### config.mk
export PLATFORM = sky130hd
export DESIGN_NAME = sector_read_retry_sequencer
export DESIGN_NICKNAME = d
export VERILOG_FILES = /design/src/srrs_pkg.sv /design/src/sector_read_retry_sequencer.sv
export SDC_FILE = /design/constraint.sdc
export NUM_CORES = 2
export LEC_CHECK = 0
export BUFFER_PORTS_ARGS = -buffer_cell sky130_fd_sc_hd__clkbuf_2
export CORE_MARGIN = 4
export CORE_UTILIZATION = 60
export DETAILED_ROUTE_END_ITERATION = 8
export HOLD_SLACK_MARGIN = 0.02
export PLACE_DENSITY = 0.84
export REMOVE_ABC_BUFFERS = 1
export SKIP_CTS_REPAIR_TIMING = 1
export SLEW_MARGIN = 0
export SYNTH_ARGS = -nofsm -noshare
export SYNTH_HDL_FRONTEND = slang
export SYNTH_SLANG_ARGS = --single-unit
### constraint.sdc
create_clock -name clk -period 8 [get_ports clk]
set_input_delay 0.8 -clock clk [delete_from_list [all_inputs] [get_ports clk]]
set_output_delay 0.8 -clock clk [all_outputs]
set_load 0.05 [all_outputs]
### src/srrs_pkg.sv
// shared types, codes and result builders for the sector read retry sequencer
`timescale 1ns / 1ps
`default_nettype none
package srrs_pkg;

	localparam int unsigned MAX_BLOCKS = 65535;
	localparam int unsigned BUF_DEPTH  = 4;

	typedef enum logic {
		FUNC_START = 1'b0,
		FUNC_RSP   = 1'b1
	} func_t;

	typedef enum logic [1:0] {
		PH_IDLE   = 2'd0,
		PH_BATCH  = 2'd1,
		PH_SINGLE = 2'd2
	} phase_t;

	typedef enum logic [1:0] {
		KIND_REQ   = 2'd0,
		KIND_VALID = 2'd1,
		KIND_HOLE  = 2'd2,
		KIND_DONE  = 2'd3
	} kind_t;

	typedef enum logic {
		CFG_HOLE_CAP    = 1'b0,
		CFG_RETRY_LIMIT = 1'b1
	} cfg_idx_t;

	// input word layout, lowest field last
	typedef struct packed {
		logic [6:0]         pad;
		logic signed [31:0] rsp_error;
		logic [31:0]        rsp_blocks;
		logic               rsp_status;
		logic [15:0]        block_count;
		logic [31:0]        start_lsn;
	} in_data_t;

	// result word layout, lowest field last
	typedef struct packed {
		logic [6:0]         pad;
		logic signed [31:0] error_code;
		logic               fatal;
		logic [15:0]        hole_total;
		logic [15:0]        valid_total;
		logic [15:0]        mark_count;
		logic [15:0]        first_index;
		logic [15:0]        req_count;
		logic [31:0]        req_lsn;
	} out_data_t;

	typedef struct packed {
		kind_t     kind;
		out_data_t data;
		logic      last;
	} res_t;

	function automatic res_t mk_req(input logic [31:0] lsn, input logic [15:0] count);
		res_t r;
		r = '0;
		r.kind = KIND_REQ;
		r.data.req_lsn = lsn;
		r.data.req_count = count;
		return r;
	endfunction

	function automatic res_t mk_mark(input kind_t kind, input logic [15:0] first,
			input logic [15:0] count);
		res_t r;
		r = '0;
		r.kind = kind;
		r.data.first_index = first;
		r.data.mark_count = count;
		return r;
	endfunction

	function automatic res_t mk_done(input logic [15:0] valid, input logic [15:0] holes,
			input logic is_fatal, input logic signed [31:0] err);
		res_t r;
		r = '0;
		r.kind = KIND_DONE;
		r.data.valid_total = valid;
		r.data.hole_total = holes;
		r.data.fatal = is_fatal;
		r.data.error_code = is_fatal ? err : 32'sd0;
		return r;
	endfunction

endpackage
`default_nettype wire

### src/sector_read_retry_sequencer.sv
// top level: batch read, then per-sector retry sequencing with hole marking
// an accepted word is held in the input register, then its results are written into the result
//   buffer that drives m_*; the buffer write waits while the buffer lacks room for two results
// throughput: one input word per cycle while each word makes at most one result and m_tready
//   stays high; a word that makes two results (mark plus request or done) fills the four-entry
//   result buffer faster than the single result port drains it, so input then backs up
// reset (arst_n low): job state cleared to idle, buffers emptied, hole cap 65535, retry_limit 3
`timescale 1ns / 1ps
`default_nettype none
module sector_read_retry_sequencer
	import srrs_pkg::*;
(
	input  wire logic         clk,
	input  wire logic         arst_n,
	// input stream
	input  wire logic         s_tvalid,
	output logic              s_tready,
	input  wire logic [119:0] s_tdata,  // start_lsn, block_count, rsp_status, rsp_blocks, rsp_error
	input  wire logic         s_tuser,  // func
	// result stream
	output logic              m_tvalid,
	input  wire logic         m_tready,
	output logic [151:0]      m_tdata,  // req_lsn, req_count, first_index, mark_count,
	                                    // valid_total, hole_total, fatal, error_code
	output logic [1:0]        m_tuser,  // kind
	output logic              m_tlast,  // last
	// configuration writes
	input  wire logic         cfg_wr_en,
	input  wire logic         cfg_index,
	input  wire logic [15:0]  cfg_wdata
);

	localparam int unsigned PTR_W = $clog2(BUF_DEPTH);
	localparam int unsigned CNT_W = $clog2(BUF_DEPTH + 1);

	// configuration registers
	logic [15:0] hole_cap_q;
	logic [3:0]  retry_limit_q;

	// input register stage
	logic     v_s1;
	in_data_t in_s1;
	logic     s_tuser_s1;
	func_t    func_s1;

	// job state
	phase_t      phase_q, phase_nxt;
	logic [31:0] base_q, base_nxt;
	logic [15:0] job_q, job_nxt;
	logic [15:0] cur_q, cur_nxt;
	logic [3:0]  att_q, att_nxt;
	logic [15:0] valid_q, valid_nxt;
	logic [15:0] hole_q, hole_nxt;

	// results of the word in the input register
	res_t       r0, r1;
	logic [1:0] n_res;
	logic       fire;

	// result buffer
	res_t             buf_q [BUF_DEPTH];
	logic [PTR_W-1:0] wr_q, rd_q;
	logic [CNT_W-1:0] cnt_q;
	logic             pop;

	always_ff @(posedge clk or negedge arst_n) begin
		if (!arst_n) begin
			hole_cap_q    <= 16'hFFFF;
			retry_limit_q <= 4'd3;
		end else if (cfg_wr_en) begin
			case (cfg_idx_t'(cfg_index))
				CFG_HOLE_CAP:    hole_cap_q    <= cfg_wdata;
				CFG_RETRY_LIMIT: retry_limit_q <= cfg_wdata[3:0];
				default: ;
			endcase
		end
	end

	// the input register is consumed once the buffer has room for two results
	assign fire     = v_s1 && (cnt_q <= CNT_W'(BUF_DEPTH - 2));
	assign s_tready = !v_s1 || fire;
	assign func_s1  = func_t'(s_tuser_s1);

	always_ff @(posedge clk or negedge arst_n) begin
		if (!arst_n) begin
			v_s1 <= 1'b0;
		end else if (s_tready) begin
			v_s1 <= s_tvalid;
		end
	end

	always_ff @(posedge clk) begin
		if (s_tready && s_tvalid) begin
			in_s1      <= in_data_t'(s_tdata);
			s_tuser_s1 <= s_tuser;
		end
	end

	// next-state and result logic for one word
	always_comb begin
		logic [15:0] prefix;
		logic [16:0] idx_inc;
		logic [15:0] vc_inc;
		logic [15:0] hc_inc;

		r0 = '0;
		r1 = '0;
		n_res = 2'd0;
		phase_nxt = phase_q;
		base_nxt = base_q;
		job_nxt = job_q;
		cur_nxt = cur_q;
		att_nxt = att_q;
		valid_nxt = valid_q;
		hole_nxt = hole_q;

		// batch answer clamped to the job size
		prefix = (in_s1.rsp_blocks > {16'd0, job_q}) ? job_q : in_s1.rsp_blocks[15:0];
		idx_inc = {1'b0, cur_q} + 17'd1;
		vc_inc = valid_q + 16'd1;
		hc_inc = hole_q + 16'd1;

		if (func_s1 == FUNC_START) begin
			// a start drops any running job without a done result
			base_nxt = in_s1.start_lsn;
			job_nxt = (32'(in_s1.block_count) > MAX_BLOCKS) ? 16'(MAX_BLOCKS) :
				in_s1.block_count;
			cur_nxt = 16'd0;
			att_nxt = 4'd0;
			valid_nxt = 16'd0;
			hole_nxt = 16'd0;
			phase_nxt = PH_BATCH;
			r0 = mk_req(in_s1.start_lsn, job_nxt);
			n_res = 2'd1;
		end else begin
			case (phase_q)
				PH_BATCH: begin
					if (prefix != 16'd0) begin
						valid_nxt = prefix;
					end
					if (in_s1.rsp_status) begin
						r1 = mk_done(valid_nxt, hole_q, 1'b1, in_s1.rsp_error);
						phase_nxt = PH_IDLE;
					end else if (prefix == job_q) begin
						r1 = mk_done(valid_nxt, hole_q, 1'b0, 32'sd0);
						phase_nxt = PH_IDLE;
					end else begin
						// a short batch leaves sectors for single reads
						cur_nxt = prefix;
						att_nxt = 4'd0;
						phase_nxt = PH_SINGLE;
						r1 = mk_req(base_q + {16'd0, prefix}, 16'd1);
					end
					if (prefix != 16'd0) begin
						r0 = mk_mark(KIND_VALID, 16'd0, prefix);
						n_res = 2'd2;
					end else begin
						r0 = r1;
						n_res = 2'd1;
					end
				end
				PH_SINGLE: begin
					if (in_s1.rsp_status) begin
						r0 = mk_done(valid_q, hole_q, 1'b1, in_s1.rsp_error);
						phase_nxt = PH_IDLE;
						n_res = 2'd1;
					end else if (in_s1.rsp_blocks == 32'd1) begin
						r0 = mk_mark(KIND_VALID, cur_q, 16'd1);
						valid_nxt = vc_inc;
						cur_nxt = idx_inc[15:0];
						n_res = 2'd2;
						if (idx_inc >= {1'b0, job_q}) begin
							r1 = mk_done(vc_inc, hole_q, 1'b0, 32'sd0);
							phase_nxt = PH_IDLE;
						end else begin
							att_nxt = 4'd0;
							r1 = mk_req(base_q + {16'd0, idx_inc[15:0]}, 16'd1);
						end
					end else if (att_q < retry_limit_q) begin
						// retry the same sector
						att_nxt = att_q + 4'd1;
						r0 = mk_req(base_q + {16'd0, cur_q}, 16'd1);
						n_res = 2'd1;
					end else begin
						// out of attempts: sector becomes a hole
						r0 = mk_mark(KIND_HOLE, cur_q, 16'd1);
						hole_nxt = hc_inc;
						cur_nxt = idx_inc[15:0];
						n_res = 2'd2;
						if (hc_inc >= hole_cap_q || idx_inc >= {1'b0, job_q}) begin
							r1 = mk_done(valid_q, hc_inc, 1'b0, 32'sd0);
							phase_nxt = PH_IDLE;
						end else begin
							att_nxt = 4'd0;
							r1 = mk_req(base_q + {16'd0, idx_inc[15:0]}, 16'd1);
						end
					end
				end
				default: ;  // response while idle is dropped
			endcase
		end

		if (n_res == 2'd1) begin
			r0.last = 1'b1;
		end
		if (n_res == 2'd2) begin
			r1.last = 1'b1;
		end
	end

	always_ff @(posedge clk or negedge arst_n) begin
		if (!arst_n) begin
			phase_q <= PH_IDLE;
			base_q  <= '0;
			job_q   <= '0;
			cur_q   <= '0;
			att_q   <= '0;
			valid_q <= '0;
			hole_q  <= '0;
		end else if (fire) begin
			phase_q <= phase_nxt;
			base_q  <= base_nxt;
			job_q   <= job_nxt;
			cur_q   <= cur_nxt;
			att_q   <= att_nxt;
			valid_q <= valid_nxt;
			hole_q  <= hole_nxt;
		end
	end

	// result buffer: up to two pushes and one pop per cycle
	assign pop = m_tvalid && m_tready;

	always_ff @(posedge clk or negedge arst_n) begin
		if (!arst_n) begin
			wr_q  <= '0;
			rd_q  <= '0;
			cnt_q <= '0;
		end else begin
			wr_q  <= fire ? wr_q + PTR_W'(n_res) : wr_q;
			rd_q  <= rd_q + PTR_W'(pop);
			cnt_q <= cnt_q + (fire ? CNT_W'(n_res) : CNT_W'(0)) - CNT_W'(pop);
		end
	end

	always_ff @(posedge clk) begin
		if (fire && n_res != 2'd0) begin
			buf_q[wr_q] <= r0;
		end
		if (fire && n_res == 2'd2) begin
			buf_q[wr_q + PTR_W'(1)] <= r1;
		end
	end

	assign m_tvalid = (cnt_q != '0);
	assign m_tdata  = buf_q[rd_q].data;
	assign m_tuser  = buf_q[rd_q].kind;
	assign m_tlast  = buf_q[rd_q].last;

endmodule
`default_nettype wire

==> metrics.md <==
| Metric | Value |
|---|---|
| Max Cap Violations | `0` |
| Final Instance Area | `0.0470 mm2` |
| Pre-antenna DRT Iters | `9` |
| Static leakage power | `17.3 nW` |
| Pin count of the biggest net entering global routing | `104` |
| Reg2Reg Depth | `17` |
| Library cells used by synthesis | `89` |
| Most frequent cells in the layout | `518 x edfxtp_1, 447 x nand2_1, 421 x o21ai_0` |
| Most common cell after layout, fill and taps aside | `edfxtp_1` |
| CP max FO | `33` |
| Fraction of layout cells with a size suffix above 1 | `0.180` |
| EDFF count, synth | `518` |
| GP Congestion | `0.969` |
| CTS Sinks | `836` |
| Worst path slowest cell | `o21ai_0` |
| FF+latch count, synth | `836` |
| Area of the mapped netlist | `roughly 0.042 mm2` |
| Crit path required time | `8350 ps` |
| Clk pin slew, worst setup/hold paths | `60 ps` |
| Post-DR vias/cell | `~6.7` |
| Min cycle time layout | `6640 ps` |
| Site Rows | `96` |
| Synth async-reset ratio | `0.156` |
| Root buffer cell | `clkbuf_16` |
| RSZ-0062 raised after global routing | `no` |
| Pre-CTS WS | `1640 ps` |
| Largest stage delay, worst path | `900 ps` |
| CP Capture Type | `register` |
| Setup TNS | `0 ps` |
| CTS tree | `yes` |
| Initial antenna violation count | `1` |
| Drt initial violations | `4366` |
| Crit path launch type | `register` |
| Slew HR | `0.200` |
| Max clock buf depth | `3` |
| Arr. time, crit path | `around 7000 ps` |
| DP Wirelength | `76700 um` |
| Highest clock rate | `~150 MHz` |
| Detailed Route WL | `123000 um` |
| Period utilization | `0.831` |
| Worst reg2reg endpoint | `buf_q[3][32]` |
| First-pass GRT wire length | `189000 um` |
| Vias in the first global route | `32700` |
| Worst skew pair latency | `650 ps` |
| Mapped Cells | `3815` |
| R2R Path Start | `job_q[15]` |
| Hold Path Class | `in2async` |
| Power Dens Cells | `about 380 mW/mm2` |
| Hold slack | `195 ps` |
| Antenna viol nets, final | `0` |
| Cell Chain, Critical Path | `inv_1, ha_1, nand4_1, or4_1, a21o_1, a31o_4, o21ai_0, ha_1, nand3_1, a211oi_1, o21ai_0, a211oi_1, o21ai_1, a2bb2oi_1, o21ai_0, a21oi_1, o22ai_1` |
| Routed wire per std cell | `24.7 um` |
| Drt drc | `0` |
| Crit Path Class | `reg2reg` |
| Placed standard-cell area | `0.0439 mm2` |
| Ys flop type | `edfxtp_1` |
| Final WS setup | `1360 ps` |
| Via count | `~33000` |
| H-tree depth | `3` |
| Total Power | `~18 mW` |
| Max VDD drop | `342 uV` |
| Tot GR Track Use | `0.326` |
| Number of I/O pins | `300` |
| Antenna diodes | `0` |
| Die extent in y | `272 um` |
| Core footprint | `just under 0.07 mm2` |
| Status | `complete, no violations` |
| Post-synthesis sequential area ratio | `0.540` |
| Total global routing overflow | `0` |
| Initial Util | `0.608` |
| Final setup viols | `0` |
| Synthesis warning total | `0` |
| Hold Fails Final Rpt | `0` |
| Worst Tran Pin Value | `approximately 1200 ps` |
| Area grow syn2layout | `12.1%` |
| Post-Route Skew | `33.1 ps` |
| Most used cell, CP | `o21ai_0` |
| Area of the die | `0.0741 mm2` |
| Slew Limit Fails | `0` |
| Buffers on Ports | `285` |
| NumNets Final | `around 4200` |
| CTS Buf Count | `between 80 and 90` |
| Syn avg cell area | `11.0 um2` |
| Die X-Extent | `about 270 um` |
| R2R Setup Slk | `1360 ps` |
[critical path, delay by kind of cell (launching register included)]
family | cells | cell delay (ps)
buffers and inverters | 1 | 120
adder cells (fa/ha/maj) | 2 | 700
AND/OR/NAND/NOR | 3 | 950
flip-flops | 1 | 450
AO/OA/AOI/OAI | 11 | 4130
[cells in the mapped netlist, drive strengths merged, types with 50 or more instances]
library cell,number,share of area
dfrtp,112,0.067
dfxtp,188,0.090
edfxtp,518,0.37
ha,114,0.034
o21ai,430,0.051
o22ai,161,0.024
nor2,231,0.021
nand3,201,0.024
buf,86,0.010
a22o,50,0.010
nand2,456,0.041
inv,72,0.0065
a21oi,165,0.020
nor2b,109,0.016
mux4,148,0.080
clkbuf,214,0.019
xnor2,62,0.013
[final cells by class]
class	instances	area, um2
clock buffers	121	2470
clock inverters	41	598
fillers	4925	21900
inverters	73	274
multi-input cells	2612	18000
flip-flops and latches	836	22600
well taps	931	1160
repair buffers	345	1900
[flip-flops by register name (all words and copies together), names as in the netlist, 2 cells and up]
signal / flops
att_q: 4
base_q: 32
buf_q: 592
cnt_q: 3
cur_q: 16
hole_cap_q: 16
hole_q: 16
in_s1: 113
job_q: 16
phase_q: 2
rd_q: 2
retry_limit_q: 4
valid_q: 16
wr_q: 2
[report_power, final]
part | total (mW) | switching (mW) | internal [mW]
logic | 7.14 | 4.89 | 2.25
registers | 6.38 | 0.814 | 5.56
clock network | 4.35 | 1.72 | 2.62
[kinds of logic after synthesis]
group,Yosys count,share of synthesized area
xor+xnor,106,0.0222
buf+inv,373,0.0360
other cells,1,0.0000896
compound gates,1014,0.150
mux,160,0.0827
fa+ha+maj,118,0.0360
simple gates,1207,0.133
flops,836,0.540
[how the worst max path moves through the flow]
stage,from,to,slack (ps),cells after the start
2_1_floorplan,func_s1,buf_q[0][0],-600,4
3_3_place_gp,job_q[15],buf_q[0][29],1820,18
3_5_place_dp,job_q[15],buf_q[0][32],1640,17
4_1_cts,job_q[15],buf_q[1][20],1580,18
5_1_grt,job_q[15],buf_q[3][20],1100,18
6_report,job_q[15],buf_q[3][32],1360,17
[stage by stage]
step | std cells | utilization
3_3_place_gp | 4797 | 0.638
6_report | 4959 | 0.682
3_5_place_dp | 4797 | 0.638
4_1_cts | 4959 | 0.682
5_1_grt | 4959 | 0.682
2_1_floorplan | 3521 | -
[routing by layer]
layer	share of wire	vias up	global-route usage	routed length, um
li1	-	14500	-	-
met1	0.36	15800	0.414	43700
met2	0.48	2243	0.535	58600
met3	0.11	470	0.0727	13400
met4	0.056	2	0.155	6890
met5	0.00011	-	0	14
Note: power is estimated with default switching activity, not from simulation.
